File: config.mk
export PLATFORM = sky130hd
export DESIGN_NAME = seconds_to_calendar_unit
export DESIGN_NICKNAME = d
export VERILOG_FILES = /design/src/hdl/s2c_pkg.sv /design/src/hdl/seconds_to_calendar_unit.sv /design/src/hdl/s2c_div.sv
export SDC_FILE = /design/constraint.sdc
export NUM_CORES = 1
export LEC_CHECK = 0
export CAP_MARGIN = 20
export CORE_MARGIN = 10
export CORE_UTILIZATION = 60
export CTS_BUF_LIST = sky130_fd_sc_hd__clkbuf_8
export CTS_CLUSTER_DIAMETER = 100
export CTS_CLUSTER_SIZE = 8
export DETAILED_ROUTE_END_ITERATION = 16
export DONT_BUFFER_PORTS = 1
export MAX_ROUTING_LAYER = met4
export PLACE_DENSITY_LB_ADDON = 0.2
export REMOVE_ABC_BUFFERS = 1
export SLEW_MARGIN = 30
export SYNTH_ARGS = -nofsm -noshare
export SYNTH_HDL_FRONTEND = slang
export SYNTH_SLANG_ARGS = --single-unit
File: constraint.sdc
create_clock -name aclk -period 4.1 [get_ports aclk]
set_input_delay 0.205 -clock aclk [delete_from_list [all_inputs] [get_ports aclk]]
set_output_delay 0.205 -clock aclk [all_outputs]
set_load 0.01 [all_outputs]
File: src/hdl/s2c_pkg.sv
package s2c_pkg;

    localparam int STAMP_W = 32;
    localparam int REM_W   = 27;
    localparam int QUO_W   = 9;
    localparam int STEPS_W = 4;
    localparam int DOY_W   = 9;
    localparam int SOD_W   = 17;

    localparam logic [REM_W-1:0] SECS_4Y    = REM_W'(1461 * 24 * 60 * 60);
    localparam logic [REM_W-1:0] SECS_LEAPY = REM_W'(366 * 24 * 60 * 60);
    localparam logic [REM_W-1:0] SECS_YEAR  = REM_W'(365 * 24 * 60 * 60);
    localparam logic [REM_W-1:0] SECS_DAY   = REM_W'(24 * 60 * 60);
    localparam logic [REM_W-1:0] SECS_HOUR  = REM_W'(60 * 60);
    localparam logic [REM_W-1:0] SECS_MIN   = REM_W'(60);

    localparam logic [STEPS_W-1:0] STEPS_4Y   = STEPS_W'(6);
    localparam logic [STEPS_W-1:0] STEPS_DAY  = STEPS_W'(9);
    localparam logic [STEPS_W-1:0] STEPS_HOUR = STEPS_W'(5);
    localparam logic [STEPS_W-1:0] STEPS_MIN  = STEPS_W'(6);

    localparam logic [3:0] MONTH_JAN = 4'd1;
    localparam logic [3:0] MONTH_FEB = 4'd2;
    localparam logic [3:0] MONTH_DEC = 4'd12;

    typedef struct packed {
        logic               start;
        logic [STEPS_W-1:0] steps;
        logic [REM_W-1:0]   divisor;
        logic [REM_W-1:0]   rem_init;
        logic [STAMP_W-1:0] bits;
    } div_ctl_t;

    typedef struct packed {
        logic             done;
        logic [QUO_W-1:0] quo;
        logic [REM_W-1:0] rem;
    } div_sts_t;

    function automatic logic [4:0] month_days(input logic [3:0] month, input logic leap);
        logic [4:0] days;
        unique case (month)
            4'd1, 4'd3, 4'd5, 4'd7, 4'd8, 4'd10, 4'd12: days = 5'd31;
            4'd4, 4'd6, 4'd9, 4'd11:                      days = 5'd30;
            MONTH_FEB:                                    days = leap ? 5'd29 : 5'd28;
            default:                                      days = 5'd31;
        endcase
        return days;
    endfunction

endpackage

File: src/hdl/seconds_to_calendar_unit.sv
// Each stamp passes through one shared serial divider (one quotient bit per
// cycle) and the year and month subtract loops. A new stamp is taken only
// once the previous one has been handed to the output register.
// Reset (aresetn low, synchronous) returns the unit to idle with no result valid.
module seconds_to_calendar_unit (
    input  logic        aclk,
    input  logic        aresetn,
    input  logic        s_tvalid,
    output logic        s_tready,
    input  logic [31:0] s_tdata,   // stamp[31:0]
    output logic        m_tvalid,
    input  logic        m_tready,
    output logic [39:0] m_tdata    // year[7:0], month[11:8], day[16:12], hour[21:17],
                                   // minute[27:22], second[33:28], zero[39:34]
);

    typedef enum logic [2:0] {
        ST_IDLE,
        ST_DIV4Y,
        ST_YEARS,
        ST_DIVDAY,
        ST_MONTHS,
        ST_DIVHR,
        ST_DIVMIN,
        ST_OUT
    } state_t;

    state_t                    state_reg;
    s2c_pkg::div_ctl_t         div_ctl;
    s2c_pkg::div_sts_t         div_sts;

    logic [5:0]                cycle4_reg;
    logic [1:0]                yoff_reg;
    logic [s2c_pkg::REM_W-1:0] rest_reg;
    logic [s2c_pkg::DOY_W-1:0] doy_reg;
    logic [s2c_pkg::SOD_W-1:0] sod_reg;
    logic [3:0]                month_reg;
    logic [4:0]                hour_reg;
    logic [5:0]                minute_reg;
    logic [5:0]                second_reg;

    logic                      m_tvalid_reg;
    logic [7:0]                year_out_reg;
    logic [3:0]                month_out_reg;
    logic [4:0]                day_out_reg;
    logic [4:0]                hour_out_reg;
    logic [5:0]                minute_out_reg;
    logic [5:0]                second_out_reg;

    logic                      leap;
    logic [s2c_pkg::REM_W-1:0] year_len;
    logic                      year_take;
    logic [s2c_pkg::DOY_W-1:0] month_len;
    logic                      month_take;
    logic                      out_load;

    assign leap       = yoff_reg == 2'd0;
    assign year_len   = leap ? s2c_pkg::SECS_LEAPY : s2c_pkg::SECS_YEAR;
    assign year_take  = rest_reg >= year_len;
    assign month_len  = {4'b0, s2c_pkg::month_days(month_reg, leap)};
    assign month_take = (month_reg != s2c_pkg::MONTH_DEC) && (doy_reg >= month_len);
    assign out_load   = (state_reg == ST_OUT) && (!m_tvalid_reg || m_tready);

    always_comb begin
        div_ctl = '0;
        unique case (state_reg)
            ST_IDLE: begin
                div_ctl.start    = s_tvalid;
                div_ctl.steps    = s2c_pkg::STEPS_4Y;
                div_ctl.divisor  = s2c_pkg::SECS_4Y;
                div_ctl.rem_init = {1'b0, s_tdata[31:6]};
                div_ctl.bits     = {s_tdata[5:0], 26'b0};
            end
            ST_YEARS: begin
                div_ctl.start    = !year_take;
                div_ctl.steps    = s2c_pkg::STEPS_DAY;
                div_ctl.divisor  = s2c_pkg::SECS_DAY;
                div_ctl.rem_init = {11'b0, rest_reg[24:9]};
                div_ctl.bits     = {rest_reg[8:0], 23'b0};
            end
            ST_MONTHS: begin
                div_ctl.start    = !month_take;
                div_ctl.steps    = s2c_pkg::STEPS_HOUR;
                div_ctl.divisor  = s2c_pkg::SECS_HOUR;
                div_ctl.rem_init = {15'b0, sod_reg[16:5]};
                div_ctl.bits     = {sod_reg[4:0], 27'b0};
            end
            ST_DIVHR: begin
                div_ctl.start    = div_sts.done;
                div_ctl.steps    = s2c_pkg::STEPS_MIN;
                div_ctl.divisor  = s2c_pkg::SECS_MIN;
                div_ctl.rem_init = {21'b0, div_sts.rem[11:6]};
                div_ctl.bits     = {div_sts.rem[5:0], 26'b0};
            end
            default: begin
                div_ctl = '0;
            end
        endcase
    end

    s2c_div u_div (
        .aclk    (aclk),
        .aresetn (aresetn),
        .ctl     (div_ctl),
        .sts     (div_sts)
    );

    always_ff @(posedge aclk) begin
        if (!aresetn) begin
            state_reg    <= ST_IDLE;
            m_tvalid_reg <= 1'b0;
        end else begin
            if (out_load) begin
                m_tvalid_reg <= 1'b1;
            end else if (m_tvalid_reg && m_tready) begin
                m_tvalid_reg <= 1'b0;
            end
            unique case (state_reg)
                ST_IDLE: begin
                    if (s_tvalid) begin
                        state_reg <= ST_DIV4Y;
                    end
                end
                ST_DIV4Y: begin
                    if (div_sts.done) begin
                        cycle4_reg <= div_sts.quo[5:0];
                        rest_reg   <= div_sts.rem;
                        yoff_reg   <= 2'd0;
                        state_reg  <= ST_YEARS;
                    end
                end
                ST_YEARS: begin
                    if (year_take) begin
                        rest_reg <= rest_reg - year_len;
                        yoff_reg <= yoff_reg + 2'd1;
                    end else begin
                        state_reg <= ST_DIVDAY;
                    end
                end
                ST_DIVDAY: begin
                    if (div_sts.done) begin
                        doy_reg   <= div_sts.quo;
                        sod_reg   <= div_sts.rem[s2c_pkg::SOD_W-1:0];
                        month_reg <= s2c_pkg::MONTH_JAN;
                        state_reg <= ST_MONTHS;
                    end
                end
                ST_MONTHS: begin
                    if (month_take) begin
                        doy_reg   <= doy_reg - month_len;
                        month_reg <= month_reg + 4'd1;
                    end else begin
                        state_reg <= ST_DIVHR;
                    end
                end
                ST_DIVHR: begin
                    if (div_sts.done) begin
                        hour_reg  <= div_sts.quo[4:0];
                        state_reg <= ST_DIVMIN;
                    end
                end
                ST_DIVMIN: begin
                    if (div_sts.done) begin
                        minute_reg <= div_sts.quo[5:0];
                        second_reg <= div_sts.rem[5:0];
                        state_reg  <= ST_OUT;
                    end
                end
                ST_OUT: begin
                    if (out_load) begin
                        year_out_reg   <= {cycle4_reg, yoff_reg};
                        month_out_reg  <= month_reg;
                        day_out_reg    <= doy_reg[4:0] + 5'd1;
                        hour_out_reg   <= hour_reg;
                        minute_out_reg <= minute_reg;
                        second_out_reg <= second_reg;
                        state_reg      <= ST_IDLE;
                    end
                end
                default: begin
                    state_reg <= ST_IDLE;
                end
            endcase
        end
    end

    assign s_tready = state_reg == ST_IDLE;
    assign m_tvalid = m_tvalid_reg;
    assign m_tdata  = {6'b0, second_out_reg, minute_out_reg, hour_out_reg,
                       day_out_reg, month_out_reg, year_out_reg};

endmodule

File: src/hdl/s2c_div.sv
module s2c_div (
    input  logic              aclk,
    input  logic              aresetn,
    input  s2c_pkg::div_ctl_t ctl,
    output s2c_pkg::div_sts_t sts
);

    logic [s2c_pkg::REM_W-1:0]   rem_reg;
    logic [s2c_pkg::REM_W-1:0]   rem_next;
    logic [s2c_pkg::REM_W-1:0]   divisor_reg;
    logic [s2c_pkg::STAMP_W-1:0] bits_reg;
    logic [s2c_pkg::QUO_W-1:0]   quo_reg;
    logic [s2c_pkg::STEPS_W-1:0] cnt_reg;
    logic                        busy_reg;
    logic                        done_reg;
    logic [s2c_pkg::REM_W:0]     shifted;
    logic [s2c_pkg::REM_W:0]     diff;
    logic                        fits;

    assign shifted  = {rem_reg, bits_reg[s2c_pkg::STAMP_W-1]};
    assign fits     = shifted >= {1'b0, divisor_reg};
    assign diff     = shifted - {1'b0, divisor_reg};
    assign rem_next = fits ? diff[s2c_pkg::REM_W-1:0] : shifted[s2c_pkg::REM_W-1:0];

    always_ff @(posedge aclk) begin
        if (!aresetn) begin
            busy_reg <= 1'b0;
            done_reg <= 1'b0;
        end else begin
            done_reg <= 1'b0;
            if (ctl.start) begin
                busy_reg <= 1'b1;
            end else if (busy_reg && cnt_reg == s2c_pkg::STEPS_W'(1)) begin
                busy_reg <= 1'b0;
                done_reg <= 1'b1;
            end
        end
    end

    always_ff @(posedge aclk) begin
        if (ctl.start) begin
            rem_reg     <= ctl.rem_init;
            bits_reg    <= ctl.bits;
            divisor_reg <= ctl.divisor;
            quo_reg     <= '0;
            cnt_reg     <= ctl.steps;
        end else if (busy_reg) begin
            rem_reg  <= rem_next;
            bits_reg <= {bits_reg[s2c_pkg::STAMP_W-2:0], 1'b0};
            quo_reg  <= {quo_reg[s2c_pkg::QUO_W-2:0], fits};
            cnt_reg  <= cnt_reg - s2c_pkg::STEPS_W'(1);
        end
    end

    assign sts.done = done_reg;
    assign sts.quo  = quo_reg;
    assign sts.rem  = rem_reg;

endmodule
Word-level counts from Yosys, hierarchy flattened --
Index checks and enable logic that the tools add are counted.
Storage, ports and cells: word-level logic and storage cells 121, bits in writable memories 0, memory bits (read-only) 0, register bits after elaboration 221, latch bits 0, memories 0, output and inout bits 42
Cells by class: multiplexer cells 37, reductions and logical operators 25, bitwise gates (word level) 1, multipliers 0, div/mod/pow operators 0, order comparisons 3, eq/ne operators 24, shift operators 0, add/sub/neg operators 7
Operators by type and width (number):
- $pmux 91 s4 | 1
- $mux 27 | 5
- $mux 32 | 2
- $pmux 27 s2 | 1
- $ge 28x27->1 | 1
- $ge 27x25->1 | 1
- $sub 27x25->27 | 1
- $sub 27x27->27 | 1
- $mux 3 | 8
- $pmux 3 s8 | 1
- $mux 18 | 1
- $mux 9 | 2
- $pmux 9 s2 | 1
- $mux 4 | 4
- $reduce_and 3->1 | 5
- $eq 3x3->1 const B | 4
- $ne 2x2->1 const B | 6
- $reduce_bool 2->1 | 5
- $ge 9x5->1 | 1
- $sub 9x5->9 | 1
- $eq 4x3->1 const B | 2
- $eq 4x4->1 const B | 2
- $ne 2x1->1 const B | 4
- $pmux 2 s2 | 2
- 22 further kinds | 35

Depth between registers and ports, before layout --
word-level depth 8, gate-level depth with buffers 18, gate-level depth less buffers 15

Hierarchy --
A second synthesis with hierarchy kept.
Second synthesis, totals: cells, all modules 986, area total of the unflattened synthesis 11751.3 um^2
Modules (own cells, without submodules):
- seconds_to_calendar_unit | sequential area each 3563.4 um^2, area each 6004.5 um^2, cells each 491, times used 1
- s2c_div | sequential area each 2922.8 um^2, area each 5746.8 um^2, cells each 495, times used 1

Worst setup path after synthesis --
OpenSTA, ideal clock, no wires.
path kind register -> register, start point reg yoff_reg[0], end point reg rest_reg[10] (netlist bit), enable pin, stages on the path, launching flop included 13, arrival time 3.985 ns, clock period less this slack 4.418 ns, setup slack -0.318 ns, setup time 0.433 ns, cells stage by stage edfxtp_1 -> inv_1 -> ha_1 -> inv_1 -> ha_1 -> inv_1 -> or2_2 -> o22ai_1 -> o22ai_1 -> a21oi_1 -> nor4_1 -> o31a_1 -> nor3b_1
Between the ends: longest elaborated chain between the ends 5
RTL lines:
- start: declaration | line seconds_to_calendar_unit.sv:33 | logic [1:0] yoff_reg;
- start signal: assignment | line seconds_to_calendar_unit.sv:135 | yoff_reg <= yoff_reg + 2'd1;
- $logic_not 2->1 | line seconds_to_calendar_unit.sv:57 | assign leap = yoff_reg == 2'd0;
- $mux 18 | line seconds_to_calendar_unit.sv:58 | assign year_len = leap ? s2c_pkg::SECS_LEAPY : s2c_pkg::SECS_YEAR;
- $ge 27x25->1 | line seconds_to_calendar_unit.sv:59 | assign year_take = rest_reg >= year_len;
- $ne 2x2->1 (no line)
- $reduce_and 4->1 (no line)
- end signal: assignment | line seconds_to_calendar_unit.sv:127 | rest_reg <= div_sts.rem;
- end signal: assignment | line seconds_to_calendar_unit.sv:134 | rest_reg <= rest_reg - year_len;
- end: declaration | line seconds_to_calendar_unit.sv:34 | logic [s2c_pkg::REM_W-1:0] rest_reg;
No other way between the ends. A chain may end at the register's enable or synchronous reset.

Worst setup path after layout --
start point reg yoff_reg[0], end point reg u_div.rem_reg[23] (netlist bit) (data pin)
Between the ends: longest elaborated chain between the ends 8, elaborated cells on any way between the ends 11
RTL lines:
- $logic_not 2->1 * | line seconds_to_calendar_unit.sv:57
- $mux 1 | line s2c_pkg.sv:45 | MONTH_FEB: days = leap ? 5'd29 : 5'd28;
- $pmux 2 s2 | line s2c_pkg.sv:42 | unique case (month)
- $ge 9x5->1 | line seconds_to_calendar_unit.sv:61 | assign month_take = (month_reg != s2c_pkg::MONTH_DEC) && (doy_reg >= month_len);
- $logic_and 1x1->1 | line seconds_to_calendar_unit.sv:61
- $logic_not 1->1 | line seconds_to_calendar_unit.sv:82 | div_ctl.start = !month_take;
- $pmux 91 s4 * | line seconds_to_calendar_unit.sv:66 | unique case (state_reg)
- $mux 27 * | line s2c_div.sv:41 | if (ctl.start) begin
- end signal: assignment | line s2c_div.sv:42 | rem_reg <= ctl.rem_init;
- end signal: assignment | line s2c_div.sv:48 | rem_reg <= rem_next;
- end: declaration | line s2c_div.sv:8 | logic [s2c_pkg::REM_W-1:0] rem_reg;
Mark *: on every way between the ends. The rest lies on a longest branch, timed or not.

==> key figures <==
Run status
  – Status: complete, no violations

Setup path
  – RR Endpoint: u_div.rem_reg[23]
  – Startpoint types: flop
  – Critical Setup Path Class: reg2reg
  – Crit path DAT: 4.00 ns
  – Reg2reg start: yoff_reg[0]
  – Reg2reg path depth: 15
  – Worst setup EP type: flop
  – Worst R2R Setup Slack: 0.34 ns
  – Max Fanout on Critical Path: 25
  – Critical Path RT: 4.34 ns

Clocking
  – Skew-Pair Late Insertion Delay: 0.48 ns
  – Clk sink count: 177
  – CTS buffer count: 17
  – Post-CTS sizing: 0
  – H-Tree Level Count: 4
  – Clock Tree Buf Depth: 2
  – # hold bufs at CTS: 16
  – Root Buffer: clkbuf_8
  – Post-CTS setup buffer count: 0
  – CTS tree: yes
  – Reg clk slew, reported paths: 0.11 ns

Yosys
  – Top-count cell post-synth: edfxtp_1
  – Synth cell count leaders: 162 x edfxtp_1, 83 x nand2_1, 65 x nor2_1, 62 x o21ai_0, 37 x ha_1
  – Cell taking the most area after synthesis: edfxtp_1
  – Netlist Area Pre-Place: 0.00917 sq mm
  – Synth unique cells: 74
  – Number of flops mapped to enable cells by yosys: 162
  – Top cell type's share of synthesized area: 53.1%
  – Syn_area_per_cell: 11.3 sq um
  – Yosys Warn Count: 0
  – Mapped Cells: 815
  – Largest cells by area after synthesis: edfxtp_1 53%, ha_1 5.0%, nand2_1 3.4%
  – Synth Register Bits: 177
  – Ys flop type: edfxtp_1
  – Asr flop ratio synth: 0%
  – Register area share after synthesis: 56.3%

Routing
  – # DRC: 0
  – Drt total wl: 22.2 mm
  – Routed len/inst: 21.5 um
  – Routed vias: 6,526
  – Antenna Nets Post-Route: 0
  – DR iter-0 viols: 645
  – Vias per cell: 6.31
  – Drt pass-1 iters: 5

STA
  – Slew Limit Fails: 0
  – Worst rel slew slack: 39.0%
  – Crit path time final: 3.76 ns
  – Fin. Hold Viols: 0
  – Post-route clock skew: 0.0174 ns
  – RSZ-0062 raised after global routing: false
  – Final hold slack: 0.0294 ns
  – Tcrit/Tclk final: 91.7%
  – Max Freq: 0.266 GHz
  – Setup Viol. Count Final: 0
  – Worst-Margin Slew: 0.915 ns
  – Setup ws final: 0.341 ns

Placed design
  – Port bufs: 0
  – DP Worst Slack: 0.364 ns
  – GPL Wtd Cong: 0.938
  – Detailed-placement wirelength estimate: 16.2 mm

Power
  – PD cells: 553 mW/mm^2
  – Lkg Pwr: 3.64 nW
  – Worst VDD drop: 0.398 mV

GRT
  – Largest net degree at the start of global routing: 43
  – Vias in the first global route: 6,399
  – Global route total overflow: 0
  – GRT Resource Usage Total: 22.8%
  – Global-route wire length before repair: 35.0 mm
  – Antenna violations before repair: 0

Layout
  – Reg area: 0.00516 sq mm
  – Final Core Density: 66.5%
  – Share of layout cells above drive strength 1: 8.98%
  – Number of diodes: 0
  – Fill count: 1,152
  – Area of the multi-input gates: 0.00373 sq mm
  – Post-layout nets: 908
  – Area grow syn2layout: 9.48%

Worst hold path
  – Worst hold path class: in2reg
  – Hold Path Sink: state_reg[2]
  – Hold path depth: 3
  – Hold Crit Start: m_tready

Die
  – Row Count: 45
  – Placeable Area: 0.0151 sq mm
  – I/O pins: 78
  – Starting density of the core: 60.8%
  – Die area: 0.0206 sq mm
  – Die width: 144 um
  – Die Height: 144 um

Job
  – Max Cap Viol: 0
area by class of cell:
class / instances / share of cell area (%)
multi-input cells: 567 / 37.2
flip-flops and latches: 177 / 51.5
clock buffers: 17 / 2.33
well taps: 188 / 2.34
clock inverters: 15 / 1.89
repair buffers: 39 / 3.64
inverters: 31 / 1.16
worst max-delay path by stage:
| stage | start | end | slack [ns] | cells after the start |
|---|---|---|---|---|
| floorplan | yoff_reg[0] | rest_reg[10] | -0.32 | 12 |
| global placement | yoff_reg[0] | rest_reg[8] | 0.54 | 13 |
| detailed placement | yoff_reg[0] | u_div.rem_reg[23] | 0.36 | 15 |
| CTS | yoff_reg[0] | u_div.rem_reg[23] | 0.36 | 15 |
| global route | yoff_reg[0] | u_div.rem_reg[23] | 0.07 | 15 |
| finish | yoff_reg[0] | u_div.rem_reg[23] | 0.34 | 15 |
layout by cell type, fill, tap and decap left out, drive strengths merged, types with 4 or more instances in the layout:
cell	count
and3	10
nand4	4
or3	7
a211oi	9
xor2	21
o211ai	5
conb	6
a221o	6
a32oi	4
a21oi	25
a22oi	26
o21ai	70
nor2b	9
nor2	66
a31oi	15
and2	9
nand2	83
xnor2	27
nand3	20
buf	23
o31ai	4
a21boi	6
nor3	15
mux2i	14
nor4	4
ha	37
dfxtp	15
dlygate4sd3	16
edfxtp	162
o21a	6
clkinv	6
a21o	8
nand2b	7
nand4b	4
inv	39
clkbuf	17
critical path, cell delays in order, from the launching register on:
cell and delay [ns]:
edfxtp_1 0.38, inv_1 0.05, ha_1 0.30, inv_1 0.17, ha_1 0.19, inv_1 0.05, ha_1 0.20, a21o_1 0.18
a21oi_1 0.33, o22ai_1 0.20, o22ai_1 0.28, a21o_1 0.19, nor2b_2 0.06, inv_2 0.33, nor2_1 0.22, a221o_1 0.39
logic make-up (layout without fill, tap and decap cells):
group,Yosys count,in the layout,share of synthesized area [%]
AND/OR/NAND/NOR,253,253,13.5
AO/OA/AOI/OAI,205,205,14.8
flip-flops,177,177,56.3
buffers and inverters,76,102,3.56
XOR/XNOR,48,48,4.59
adder cells (fa/ha/maj),39,39,5.49
multiplexers,16,16,1.77
other,1,6,0.0409
where the power goes:
part           internal (mW)  leakage, nW  switching, mW
registers               2.27         1.64          0.263
logic                  0.728         1.78           1.03
clock network          0.528        0.215          0.729
total                   3.53         3.64           2.02
metal layers:
layer | wire (um) | GRT usage, %
met1 | 9150 | 27.9
met2 | 11200 | 36.8
met3 | 1280 | 4.03
met4 | 612 | 9.08
met5 | 0 | -
stage by stage:
stage	instance area [sq um]	setup TNS, ns	cells	power, mW
finish	10000	0	1034	5.55
global route	10000	0	1034	5.86
CTS	10000	0	1033	5.53
detailed placement	9430	0	985	4.28
global placement	9420	0	985	4.23
floorplan	8980	-12.16	775	3.75
Note: power is estimated with default switching activity, not from simulation.
